**config.mk**
```make
export PLATFORM = sky130hd
export DESIGN_NAME = mvt_lane
export DESIGN_NICKNAME = d
export VERILOG_FILES = /design/src/rtl/mvt_pkg.sv /design/src/rtl/mvt_lane.sv
export SDC_FILE = /design/constraint.sdc
export NUM_CORES = 2
export LEC_CHECK = 0
export ABC_AREA = 1
export BUFFER_PORTS_ARGS = -buffer_cell sky130_fd_sc_hd__buf_4
export CORE_MARGIN = 2
export CORE_UTILIZATION = 45
export DETAILED_ROUTE_END_ITERATION = 10
export PLACE_DENSITY = 0.68
export SLEW_MARGIN = 0
export SYNTH_ARGS = -nofsm -noshare
export SYNTH_HDL_FRONTEND = slang
export SYNTH_SLANG_ARGS = --single-unit
```
**constraint.sdc**
```tcl
create_clock -name clk -period 5.3 [get_ports clk]
set_input_delay 0 -clock clk [delete_from_list [all_inputs] [get_ports clk]]
set_output_delay 0 -clock clk [all_outputs]
set_load 0.02 [all_outputs]
```
**src/rtl/mvt_pkg.sv**
```systemverilog
// mvt_pkg: shared types, widths and constants of the 4x4 matrix-vector transform
// used by the channel interfaces, the lanes, the merge stage and the top level
// no dependencies
package mvt_pkg;

  localparam int unsigned N_LANES   = 4;
  localparam int unsigned ELEM_W    = 16;
  localparam int unsigned ROW_W     = 64;
  localparam int unsigned PROD_W    = 2 * ELEM_W;
  // four products need two bits of growth; the rounding bias fits in that same headroom
  localparam int unsigned SUM_W     = PROD_W + 2;
  localparam int unsigned FRAC_BITS = 12;
  localparam int unsigned RND_W     = SUM_W - FRAC_BITS;

  // apb address: one 64-bit register every 8 bytes
  localparam int unsigned ADDR_W    = 5;
  localparam int unsigned REG_LSB   = 3;

  localparam logic signed [SUM_W-1:0] ROUND_BIAS = 34'sd2048;
  localparam logic signed [RND_W-1:0] SAT_MAX    = 22'sd32767;
  localparam logic signed [RND_W-1:0] SAT_MIN    = -22'sd32768;

  localparam logic signed [ELEM_W-1:0] ELEM_MAX = 16'sh7fff;
  localparam logic signed [ELEM_W-1:0] ELEM_MIN = 16'sh8000;

  // transform forms
  localparam logic OP_COLUMN = 1'b0;
  localparam logic OP_ROW    = 1'b1;

  typedef logic signed [ELEM_W-1:0] elem_t;
  typedef elem_t                    elem_vec_t [N_LANES];
  typedef logic signed [SUM_W-1:0]  sum_t;
  typedef sum_t                     sum_vec_t [N_LANES];
  typedef logic [ROW_W-1:0]         row_t;
  typedef row_t                     matrix_t [N_LANES];
  typedef logic [ADDR_W-REG_LSB-1:0] reg_idx_t;

  // identity matrix, Q3.12 one on the diagonal
  localparam matrix_t MATRIX_RST = '{
    64'h0000_0000_0000_1000,
    64'h0000_0000_1000_0000,
    64'h0000_1000_0000_0000,
    64'h1000_0000_0000_0000
  };

  // load enables of the two lane pipeline stages
  typedef struct packed {
    logic en_mul;
    logic en_sum;
  } lane_ctrl_t;

endpackage

```
**src/rtl/mvt_lane.sv**
```systemverilog
// mvt_lane: one output component, four registered products then a registered biased sum
// depends on mvt_pkg
module mvt_lane (
  input  logic                clk,
  input  mvt_pkg::lane_ctrl_t ctrl,
  input  mvt_pkg::elem_vec_t  coef,
  input  mvt_pkg::elem_vec_t  vec,
  output mvt_pkg::sum_t       sum_o
);

  logic signed [mvt_pkg::PROD_W-1:0] prod_r   [mvt_pkg::N_LANES];
  logic signed [mvt_pkg::PROD_W-1:0] prod_nxt [mvt_pkg::N_LANES];
  mvt_pkg::sum_t                     sum_r;
  mvt_pkg::sum_t                     sum_nxt;

  always_comb begin
    for (int i = 0; i < mvt_pkg::N_LANES; i++) begin
      prod_nxt[i] = coef[i] * vec[i];
    end
  end

  // bias included so the merge stage only has to shift
  always_comb begin
    sum_nxt = mvt_pkg::ROUND_BIAS;
    for (int i = 0; i < mvt_pkg::N_LANES; i++) begin
      sum_nxt = sum_nxt + mvt_pkg::SUM_W'(prod_r[i]);
    end
  end

  always_ff @(posedge clk) begin
    if (ctrl.en_mul) begin
      prod_r <= prod_nxt;
    end
    if (ctrl.en_sum) begin
      sum_r <= sum_nxt;
    end
  end

  assign sum_o = sum_r;

endmodule

```
==> reports/qor.tcl <==
set qor(status) {complete, no violations}
set qor(launching_element_type_of_the_critical_path) {input pin}
set qor(yosysTopAreaCellShare_pct) 43.06
set qor(worst_hold_margin_ns) 0.003359
set qor(final_hold_vios) 0
set qor(number_of_antenna_violations_at_the_first_check_in_global_routing) 0
set qor(detail_route.drc_violations) 0
set qor(routedWlPerCell_um) 15.71
set qor(cells_after_synth) 6455
set qor(synth_largest_area_cell) {sky130_fd_sc_hd__fa_1}
set qor(grt_usage_pct) 22.75
set qor(cts_max_level) 4
set qor(fin_util_pct) 48.98
set qor(path_class) {input pin to flop}
set qor(worst-endpoint-arrival_ns) 5.06
set qor(cts.reportedPaths.clkPinSlew_ns) 0.07
set qor(timing.max_cap.violations) 0
set qor(antenna_cells) 0
set qor(numCtsBuffers) 17
set qor(clk_latency_ns) 0.45
set qor(gp_congestion) 0.9318
set qor(antenna_left) 0
set qor(synth_sequential_area_ratio_pct) 9.401
set qor(finish_stage_setup_viols) 0
set qor(ys_warn_count) 0
set qor(postSynth.topFlopCell) {sky130_fd_sc_hd__edfxtp_1}
set qor(n_fill_cell) 11100
set qor(multi_input_comb_area_um2) 38700
set qor(cp.required_ns) 5.47
set qor(skew_ns) 0.01086
set qor(path_max_fanout) 9
set qor(via_count) 39590
set qor(clkSinkCount) 162
set qor(die-area_um2) 117700
set qor(worst_slew_pin_slew_ns) 0.7081
set qor(drt-vias-per-instance) 4.889
set qor(post-route-min-period_ns) 4.891
set qor(post-route-period-util_pct) 92.29
set qor(post_cts_resize_count) 0
set qor(die_height_um) 343.1
set qor(fmax_mhz) 204.4
set qor(synth_cell_types) 34
set qor(grt_first_pass_wirelength_um) 213300
set qor(clock-root-buffer) {sky130_fd_sc_hd__clkbuf_16}
set qor(timing.hold.worst.class) {input pin to flop}
set qor(rsz0062_at_grt) {no}
set qor(ctsHoldBuffers) 1
set qor(post_synth_instance_area_um2) 51750
set qor(number_of_synthesized_register_bits) 162
set qor(portBuffers) 164
set qor(area_growth_pct) 8.090
set qor(timing.slew.headroom_pct) 52.79
set qor(share_of_synthesized_registers_carrying_an_async_set_or_reset_pct) 0
set qor(grt_overflow) 0
set qor(drt_first_iter_violations) 2473
set qor(worstSetupEndpointType) {flop}
set qor(synthesis.nets) 8091
set qor(start_util_pct) 45.32
set qor(number_of_enable_flip_flop_cells_after_synthesis) 162
set qor(placed_area_um2) 55290
set qor(clk_path_buf_depth) 2
set qor(first_global_vias) 42000
set qor(synthTopCellsByArea) {sky130_fd_sc_hd__fa_1 43%, sky130_fd_sc_hd__inv_1 14%, sky130_fd_sc_hd__nand2_1 13%}
set qor(wl_um) 127200
set qor(place_hpwl_um) 112200
set qor(grt_start_max_net_pins) 49
set qor(cts_tree) {yes}
set qor(coreArea_um2) 114200
set qor(final_max_slew_viol_count) 0
set qor(detail_route.first_pass.iterations) 6
set qor(post_cts.repair.setup_buffers) 0
set qor(io-pin-count) 165
set qor(seq_area_um2) 4865
set qor(finalInstanceArea_um2) 55930
set qor(die-width_um) 343.1
set qor(final_layout_size_suffix_gt1_share_pct) 7.715
set qor(final_net_count) 8208
set qor(floorplan.rows) 124
set qor(syn-mean-instance-area_um2) 8.017
## placed cells by master, fill, tap and decap left out, drive strengths merged, types with 35 or more instances in the layout
cell    count
a21oi     134
fa       1113
xor2       92
nand3     142
edfxtp    162
nand4      49
ha        392
nor3       35
inv      1958
o21ai      59
buf       329
nand2    1765
nor2      241
## cell type report
| class | count | share of cell area (%) |
|---|---|---|
| Clock buffer | 17 | 0.7605 |
| Clock inverter | 15 | 0.3758 |
| Inverter | 1948 | 13.07 |
| Multi-Input combinational cell | 4113 | 69.19 |
| Sequential cell | 162 | 8.697 |
| Tap cell | 1512 | 3.382 |
| Timing Repair Buffer | 330 | 4.523 |
## stage by stage
stage	instances	setup WS (ns)	TNS, ns
CTS	8097	0.3851	0
floorplan	6455	0.05262	0
global placement	8064	-0.06304	-0.06682
global route	8097	0.1233	0
detailed placement	8064	-0.06714	-0.09375
finish	8097	0.4088	0
## routing by layer
metal  wire length (um)  up-vias  share of wire [%]  track usage, %
met1              55650    19700                 44           31.62
met5                  0        -                  0               0
li1                   -    18600                  -               -
met2              61370     1098                 48           38.37
met3               7252      191                5.7           2.493
met4               2933        0                2.3           5.122
## sequential cells by signal, indices dropped and copies added, names as in the netlist
signal	cells
sum_o	34
prod_r	128
## synthesized netlist by cell type, types with 2 or more instances
cell type                  instances
sky130_fd_sc_hd__ha_1            392
sky130_fd_sc_hd__edfxtp_1        162
sky130_fd_sc_hd__buf_1             3
sky130_fd_sc_hd__o211ai_1          3
sky130_fd_sc_hd__a21boi_0          2
sky130_fd_sc_hd__nand3_2          13
sky130_fd_sc_hd__and2_1           11
sky130_fd_sc_hd__nand4_1          49
sky130_fd_sc_hd__a21oi_1         133
sky130_fd_sc_hd__inv_1          1927
sky130_fd_sc_hd__nor2_1          194
sky130_fd_sc_hd__o21bai_1         24
sky130_fd_sc_hd__nand3b_1         11
sky130_fd_sc_hd__o21ai_0          57
sky130_fd_sc_hd__nor2_4            6
sky130_fd_sc_hd__a21o_1            9
sky130_fd_sc_hd__inv_2            21
sky130_fd_sc_hd__xnor2_1           9
sky130_fd_sc_hd__xor2_1           92
sky130_fd_sc_hd__nand2_2          36
sky130_fd_sc_hd__or2_2            18
sky130_fd_sc_hd__nand3_1         129
sky130_fd_sc_hd__nor2_2           41
sky130_fd_sc_hd__nand2_1        1729
sky130_fd_sc_hd__nor3_2           11
sky130_fd_sc_hd__nor3_1           24
sky130_fd_sc_hd__o21ai_1           2
sky130_fd_sc_hd__fa_1           1113
sky130_fd_sc_hd__clkbuf_1        229
## cells by family after synthesis
kind of cell	count (synthesis)	synth area share, %
AND/OR/NAND/NOR	2274	18.08
AO/OA/AOI/OAI	233	2.461
flip-flops	162	9.401
buffers and inverters	2180	15.81
XOR/XNOR	101	1.709
adder cells (fa/ha/maj)	1505	52.54
## worst max-delay path, cell delays in order
cell and delay (ns):
sky130_fd_sc_hd__buf_4 0.16, sky130_fd_sc_hd__nand2_1 0.10, sky130_fd_sc_hd__inv_1 0.08, sky130_fd_sc_hd__fa_1 0.55, sky130_fd_sc_hd__fa_1 0.68, sky130_fd_sc_hd__buf_4 0.22
sky130_fd_sc_hd__fa_1 0.45, sky130_fd_sc_hd__fa_1 0.57, sky130_fd_sc_hd__fa_1 0.43, sky130_fd_sc_hd__fa_1 0.45, sky130_fd_sc_hd__ha_1 0.37, sky130_fd_sc_hd__nand2_1 0.11
sky130_fd_sc_hd__inv_1 0.07, sky130_fd_sc_hd__nand2_1 0.09, sky130_fd_sc_hd__nor3_1 0.22, sky130_fd_sc_hd__and2_1 0.16, sky130_fd_sc_hd__nand2_1 0.10, sky130_fd_sc_hd__nand3_1 0.10
sky130_fd_sc_hd__nand2_1 0.13
## worst paths after layout
check	endpoint	slack, ns	start	cells after the start
setup / recovery	prod_r[30]$_DFFE_PP_	0.41	coef[15]	19
hold / removal	sum_o[0]$_DFFE_PP_	0.003	ctrl[0]	1
setup reg to reg	sum_o[28]$_DFFE_PP_	1.52	prod_r[2]$_DFFE_PP_	15
hold reg to reg	sum_o[0]$_DFFE_PP_	0.59	prod_r[96]$_DFFE_PP_	1
Power is left out: the tool's default activity adds up to more than one toggle a clock period on the data nets, which glitch-free logic cannot reach.
