--- src/rtl/mvt_pkg.sv ---
// mvt_pkg: shared types, widths and constants of the 4x4 matrix-vector transform
// used by the channel interfaces, the lanes, the merge stage and the top level
// no dependencies
package mvt_pkg;

  localparam int unsigned N_LANES   = 4;
  localparam int unsigned ELEM_W    = 16;
  localparam int unsigned ROW_W     = 64;
  localparam int unsigned PROD_W    = 2 * ELEM_W;
  // four products need two bits of growth; the rounding bias fits in that same headroom
  localparam int unsigned SUM_W     = PROD_W + 2;
  localparam int unsigned FRAC_BITS = 12;
  localparam int unsigned RND_W     = SUM_W - FRAC_BITS;

  // apb address: one 64-bit register every 8 bytes
  localparam int unsigned ADDR_W    = 5;
  localparam int unsigned REG_LSB   = 3;

  localparam logic signed [SUM_W-1:0] ROUND_BIAS = 34'sd2048;
  localparam logic signed [RND_W-1:0] SAT_MAX    = 22'sd32767;
  localparam logic signed [RND_W-1:0] SAT_MIN    = -22'sd32768;

  localparam logic signed [ELEM_W-1:0] ELEM_MAX = 16'sh7fff;
  localparam logic signed [ELEM_W-1:0] ELEM_MIN = 16'sh8000;

  // transform forms
  localparam logic OP_COLUMN = 1'b0;
  localparam logic OP_ROW    = 1'b1;

  typedef logic signed [ELEM_W-1:0] elem_t;
  typedef elem_t                    elem_vec_t [N_LANES];
  typedef logic signed [SUM_W-1:0]  sum_t;
  typedef sum_t                     sum_vec_t [N_LANES];
  typedef logic [ROW_W-1:0]         row_t;
  typedef row_t                     matrix_t [N_LANES];
  typedef logic [ADDR_W-REG_LSB-1:0] reg_idx_t;

  // identity matrix, Q3.12 one on the diagonal
  localparam matrix_t MATRIX_RST = '{
    64'h0000_0000_0000_1000,
    64'h0000_0000_1000_0000,
    64'h0000_1000_0000_0000,
    64'h1000_0000_0000_0000
  };

  // load enables of the two lane pipeline stages
  typedef struct packed {
    logic en_mul;
    logic en_sum;
  } lane_ctrl_t;

endpackage

--- src/rtl/mvt_merge.sv ---
// mvt_merge: shifts and saturates the four lane sums, gathers the clip flags
// into the output register; depends on mvt_pkg
module mvt_merge (
  input  logic               clk,
  input  logic               en,
  input  mvt_pkg::sum_vec_t  sums,
  output mvt_pkg::elem_vec_t res,
  output logic               saturated
);

  mvt_pkg::elem_vec_t res_r;
  mvt_pkg::elem_vec_t res_nxt;
  logic               sat_r;
  logic               sat_nxt;
  logic signed [mvt_pkg::RND_W-1:0] rnd [mvt_pkg::N_LANES];

  always_comb begin
    sat_nxt = 1'b0;
    for (int i = 0; i < mvt_pkg::N_LANES; i++) begin
      rnd[i] = sums[i][mvt_pkg::SUM_W-1:mvt_pkg::FRAC_BITS];
      if (rnd[i] > mvt_pkg::SAT_MAX) begin
        res_nxt[i] = mvt_pkg::ELEM_MAX;
        sat_nxt    = 1'b1;
      end else if (rnd[i] < mvt_pkg::SAT_MIN) begin
        res_nxt[i] = mvt_pkg::ELEM_MIN;
        sat_nxt    = 1'b1;
      end else begin
        res_nxt[i] = rnd[i][mvt_pkg::ELEM_W-1:0];
      end
    end
  end

  always_ff @(posedge clk) begin
    if (en) begin
      res_r <= res_nxt;
      sat_r <= sat_nxt;
    end
  end

  assign res       = res_r;
  assign saturated = sat_r;

endmodule

--- config.mk ---
export PLATFORM = sky130hd
export DESIGN_NAME = mvt_merge
export DESIGN_NICKNAME = d
export VERILOG_FILES = /design/src/rtl/mvt_pkg.sv /design/src/rtl/mvt_merge.sv
export SDC_FILE = /design/constraint.sdc
export NUM_CORES = 1
export LEC_CHECK = 0
export BUFFER_PORTS_ARGS = -buffer_cell sky130_fd_sc_hd__buf_4
export CAP_MARGIN = 20
export CORE_ASPECT_RATIO = 0.5
export CORE_MARGIN = 5
export CORE_UTILIZATION = 40
export DETAILED_ROUTE_END_ITERATION = 8
export PLACE_DENSITY = 0.83
export SLEW_MARGIN = 25
export SYNTH_ARGS = -nofsm -noshare
export SYNTH_HDL_FRONTEND = slang
export SYNTH_SLANG_ARGS = --single-unit
--- constraint.sdc ---
create_clock -name clk -period 1.9 [get_ports clk]
set_input_delay 0.19 -clock clk [delete_from_list [all_inputs] [get_ports clk]]
set_output_delay 0.19 -clock clk [all_outputs]
set_load 0.005 [all_outputs]
==> impl_metrics.ini, run 1 <==
[outcome]
status = finished clean

[critical_path]
crit_fanout = 15
cp-endpoint = res[56]
cp-start-kind = input pin
worstSetupEndpointType = flop
worst-path-stages = 5
slowest_stage = or4_4
setup.worst_path.start = sums[129]
critPathMaxStageDelay_ns = 0.54
path_cells = buf_4, or4_4, nor3_4, nor2_2, o21a_1
crit_family = simple AND/OR/NAND/NOR gates
path_class = input pin to flop
critPathBufInv = 1
cp.required_ns = 1.96
worst_ep_arrival_time_ns = 1.39

[final_layout]
drive_gt1_share_pct = 56.7
final_core_util_pct = 63.3
antenna_cells = 0
fillCellCount = 492
synthToLayoutAreaGrowth_pct = 53.2
fin_nets = 462

[drt]
via_per_inst = 4.93
wl_mm = 7.79
num_vias = 2071
drc = 0
wl_per_cell_um = 18.5
drt_iter0_markers = 132
route.antenna.remaining_nets = 0
drtPass1Iterations = 4

[floorplan]
rows = 21
fp.dieH_um = 68.8
core_area_um2 = 6700
ios = 203
die-area_um2 = 8790
start_util_pct = 41.3
die_w_um = 128

[power_and_ir_drop]
fin_total_pwr_mw = 3.83
seq_power_share_pct = 46.0
clock_power_share_pct = 40.1
swShare_pct = 20.7
internal_power_mw = 3.04
vdd_drop_max_mv = 0.520
p_leak_nw = 1.73
pwr_density_cell_nw_per_um2 = 903
p_comb_share_pct = 13.9
switchingPower_mw = 0.795

[sta]
drv_slew = 0
hold_viol = 0
post-route-period-util_pct = 69.5
rsz0062_at_grt = false
worst_pin_slew_ns = 1.05
hold_ws_ns = 0.0911
fmax_mhz = 757
maxSlewHeadroom_pct = 29.5
fin_crit_ns = 1.32
setup_viol = 0
tns_ns = 0

[clock_network]
cts_sinks = 65
cts_buffers = 9
cts_tree = built
clockBufferDepth = 2
htree_num_levels = 3
path_clk_slew_ns = 0.05
cts_setup_buffers = 0
cts_hold_buf = 0
cts_resized = 0
cts_root_buffer = clkbuf_16

[place]
routabilityCongestion = 0.783
dp_hpwl_mm = 5.54
io_buffers = 154

[yosys]
syn_inst = 170
synth_area_um2 = 2770
ys_ff_latch = 65
syn_area_per_cell_um2 = 16.3
synth.yosys.seq_area_share_pct = 70.5
synth_cell_type_count = 12
yosys_warnings = 0
yosysTopAreaCell = edfxtp_1
synthesis.nets = 308
synth_top_cell_area_share_pct = 70.5
netlist_top_cells_area = edfxtp_1 70%, o21a_1 16%, buf_6 3.3%, nor3_4 2.3%, mux2_2 1.6%

[global_route]
grt_pass1_wl_mm = 11.4
grt_max_degree = 40
grt_pass1_vias = 2184
antenna_found_initial = 0
overflow = 0
grt_usage_pct = 17.6

[flow_run]
cap_violations = 0

[hold_path]
min_path_type = input pin to flop
==> worst min-delay path by stage <==
stage	start	end	slack [ns]	cells after the start
after floorplan	en	res[0]	0.30	0
after global placement	sums[101]	res[47]	0.40	1
after detailed placement	sums[135]	res[63]	0.40	1
after CTS	sums[33]	res[15]	0.08	1
after global routing	sums[67]	res[31]	0.07	1
final	sums[67]	res[31]	0.09	1
==> sequential cells by signal (all words and copies together), names as in the netlist <==
register and cells:
saturated 1, res 64
==> synth_stat cells, drive strengths merged <==
library cell,number
edfxtp,65
o21a,60
buf,8
nor2,8
nand4,5
clkbuf,4
mux2,4
nand2,4
nor3,4
o21ai,4
or4,4
==> kinds of logic (layout without fill, tap and decap cells) <==
family | Yosys count | count (layout) | synth area share [%]
AND/OR/NAND/NOR | 25 | 25 | 7.09
multiplexers | 4 | 4 | 1.63
AO/OA/AOI/OAI | 64 | 64 | 17.0
flip-flops | 65 | 65 | 70.5
buffers and inverters | 12 | 170 | 3.80
==> metal layers <==
layer / GRT usage [%] / wire length [um] / vias to the layer above
li1: - / - / 969
met1: 16.5 / 2530 / 1012
met2: 35.8 / 4640 / 63
met3: 5.15 / 331 / 27
met4: 9.39 / 295 / 0
met5: 0 / 0 / -
==> area by class of cell <==
class | instances | area [um2] | share of cell area (%)
clock buffer | 10 | 229 | 5.40
clock inverter | 5 | 47.5 | 1.12
multi-input combinational | 93 | 723 | 17.0
sequential | 65 | 1950 | 46.0
tap | 92 | 115 | 2.71
timing repair buffer | 155 | 1180 | 27.7
==> power by group through the flow <==
stage                     clock, mW  combinational [mW]  sequential (mW)
after floorplan                   0               0.132             1.80
after global placement            0               0.513             1.78
after detailed placement          0               0.532             1.79
after CTS                      1.55               0.538             1.76
after global routing           1.65               0.570             1.77
final                          1.54               0.533             1.76
==> metrics by stage <==
stage	setup slack [ns]	area (um2)	instances
2_1_floorplan	0.429	2770	170
5_1_grt	0.526	4240	420
4_1_cts	0.558	4230	420
3_3_place_gp	0.311	3960	405
3_5_place_dp	0.267	3960	405
6_report	0.579	4240	420
==> layout by cell type (no fill, tap or decap) <==
cell type    n
clkinv_1     2
nor2_2       4
o21ai_1      1
clkinv_2     2
o21a_1      60
buf_4      154
nand4_1      5
clkbuf_1     1
edfxtp_1    65
o21ai_2      3
mux2_2       4
nand2_1      4
bufinv_16    1
or4_4        4
clkbuf_16    9
nor2_1       4
nor3_4       4
buf_12       1
(Power assumes the default switching activity.)
==> run 2: changes to the inputs <==
- ABC_AREA: not set -> 1
- CORE_UTILIZATION: 40 -> 37
- PLACE_DENSITY: 0.83 -> 0.81
- clock period: 1.9 -> 1.17 ns (I/O delays scaled with it)
==> run 2 against run 1 <==
Compared with the run above:
- worst hold slack got worse by 0.038 ns
- critical endpoint is now saturated
- total power increased by 65%
- design area increased by 5.8%
- final cell count increased by 25%
- flip-flop and latch count did not move
- area after synthesis up 1.8%
- clock power rose by 64%
- die area increased by 8.9%
- count of clock-buffer cells in the layout up 1
- sequential power is 62% higher
- utilization shrank 2.5 points
==> impl_metrics.ini, run 2 <==
[clock_network]
htree_num_levels = 3
cts_buffers = 9
cts_sinks = 65
path_clk_slew_ns = 0.05
cts_root_buffer = clkbuf_16
clockBufferDepth = 2
cts_tree = built

[hold_path]
min_path_type = input pin to flop

[final_layout]
fillCellCount = 605
final_core_util_pct = 60.9
final_common_cell = buf_4
antenna_cells = 0
synthToLayoutAreaGrowth_pct = 59.3
final_cell_mix = 156 x buf_4, 133 x nand2_1, 65 x edfxtp_1
instances_no_fill = 525
largest_reg_flops = 64
drive_gt1_share_pct = 45.7
fin_nets = 562

[yosys]
synthAdderAreaFrac_pct = 0
synthXorXnorAreaFrac_pct = 0
ys_async_sr_fraction_pct = 0
synth_ff_type = edfxtp_1
synth_top_cell_area_share_pct = 69.2
yosys_warnings = 0
syn_inst = 256
synth_enable_flop_cells = 65
synthesis.nets = 394
synth_area_um2 = 2820
ys_ff_latch = 65
synth-compound-area-share_pct = 0
syn_area_per_cell_um2 = 11.0
synth.yosys.seq_area_share_pct = 69.2
synth_top_family_by_area = simple AND/OR/NAND/NOR gates
synth_cell_type_count = 12
netlist_top_cells_count = 133 x nand2_1, 65 x edfxtp_1, 14 x nor2_1
yosysMostFrequentCell = nand2_1
yosysTopAreaCell = edfxtp_1
netlist_top_cells_area = edfxtp_1 69%, nand2_1 18%, nand2_2 2.7%, buf_12 2.1%, nor2_1 1.9%
yosys.area_share.simple_pct = 25.4
synthMuxAreaShare_pct = 0

[critical_path]
critPathMaxStageDelay_ns = 0.54
path_common_cell = nand2_1
cp-start-kind = input pin
critPathBufInv = 2
crit_fanout = 16
worstSetupEndpointType = flop
worst_ep_arrival_time_ns = 1.17
path_cells = dlygate4sd3_1, buf_4, nand2_4, nand2_1, nor2_1, nand2_1
crit_family = buffers and inverters
slowest_stage = dlygate4sd3_1
path_class = input pin to flop
cp.required_ns = 1.25

[drt]
wl_mm = 7.64
drc = 0
num_vias = 2334
drt_iter0_markers = 152
drtPass1Iterations = 4
via_per_inst = 4.45
route.antenna.remaining_nets = 0
wl_per_cell_um = 14.6

[sta]
rsz0062_at_grt = false
fin_crit_ns = 1.09
setup_viol = 0
post-route-period-util_pct = 93.2
worst_pin_slew_ns = 0.269
maxSlewHeadroom_pct = 82.1
tns_ns = 0
fmax_mhz = 917
hold_viol = 0
drv_slew = 0

[floorplan]
ios = 203
core_area_um2 = 7380
fp.dieH_um = 71.7
rows = 22
start_util_pct = 38.2
die-area_um2 = 9570
die_w_um = 133

[place]
place_inst = 505
dp_hpwl_mm = 5.87
io_buffers = 154
routabilityCongestion = 0.789

[global_route]
grt_max_degree = 23
overflow = 0
grt_pass1_wl_mm = 11.6
grt_usage_pct = 16.0
grt_pass1_vias = 2266
antenna_found_initial = 0

[power_and_ir_drop]
pwr_density_cell_nw_per_um2 = 1410
p_leak_nw = 2.11
vdd_drop_max_mv = 0.627
fin_total_pwr_mw = 6.34

[outcome]
status = finished clean

[flow_run]
cap_violations = 0
==> run 2: cell count changes after synthesis, sizes merged, moves of 5 or more <==
cell | previous run | this run
o21a | 60 | 0
nand2 | 4 | 149
nor2 | 8 | 18
nand4 | 5 | 0
inv | 0 | 8
==> run 2: power breakdown <==
part	total, mW	internal [mW]	switching, mW
sequential	2.85	2.80	0.0547
combinational	0.954	0.561	0.394
clock	2.53	1.62	0.910
==> run 2: tightest hold or removal path, delay by kind of cell <==
kind	cells	cell delay [ns]
AND/OR/NAND/NOR	2	0.08
buffers and inverters	1	0.07
==> run 2: area by class of cell <==
class	instances	area, um2	share of cell area (%)
clock buffers	11	233	5.18
inverters	8	30.0	0.669
well taps	96	120	2.68
flip-flops and latches	65	1950	43.5
clock inverters	5	46.3	1.03
multi-input cells	171	717	16.0
repair buffers	169	1390	31.0
==> run 2: kinds of logic after synthesis <==
family                 Yosys count
and+or+nand+nor                171
DFF                             65
buffers and inverters           20
==> run 2: metrics by stage <==
step	setup slack (ns)	hold slack (ns)	cell area, um2
finish	0.0799	0.0530	4490
global placement	0.0969	0.335	4170
global route	0.0418	0.0474	4490
detailed placement	0.100	0.337	4170
floorplan	0.313	0.229	2820
CTS	0.0726	0.0000102	4470
==> run 2: layer usage <==
| metal | up-vias | routed length (um) | global-route usage [%] |
|---|---|---|---|
| met2 | 60 | 4380 | 29.8 |
| met4 | 0 | 189 | 6.04 |
| li1 | 1162 | - | - |
| met1 | 1093 | 2740 | 17.0 |
| met5 | - | 0 | 0 |
| met3 | 19 | 333 | 5.54 |
==> run 2: repair_timing <==
action | in CTS | in global routing
hold buffers | 2 | 2
endpoints found under the hold margin | 2 | 2
resized for setup | 0 | 0
buffers inserted | 0 | 0
==> run 2: path summary, 6_finish.rpt <==
path / end / depth (start not counted) / slack (ns) / start
worst max-delay path: saturated / 6 / 0.08 / sums[135]
worst min-delay path: res[4] / 3 / 0.05 / sums[16]
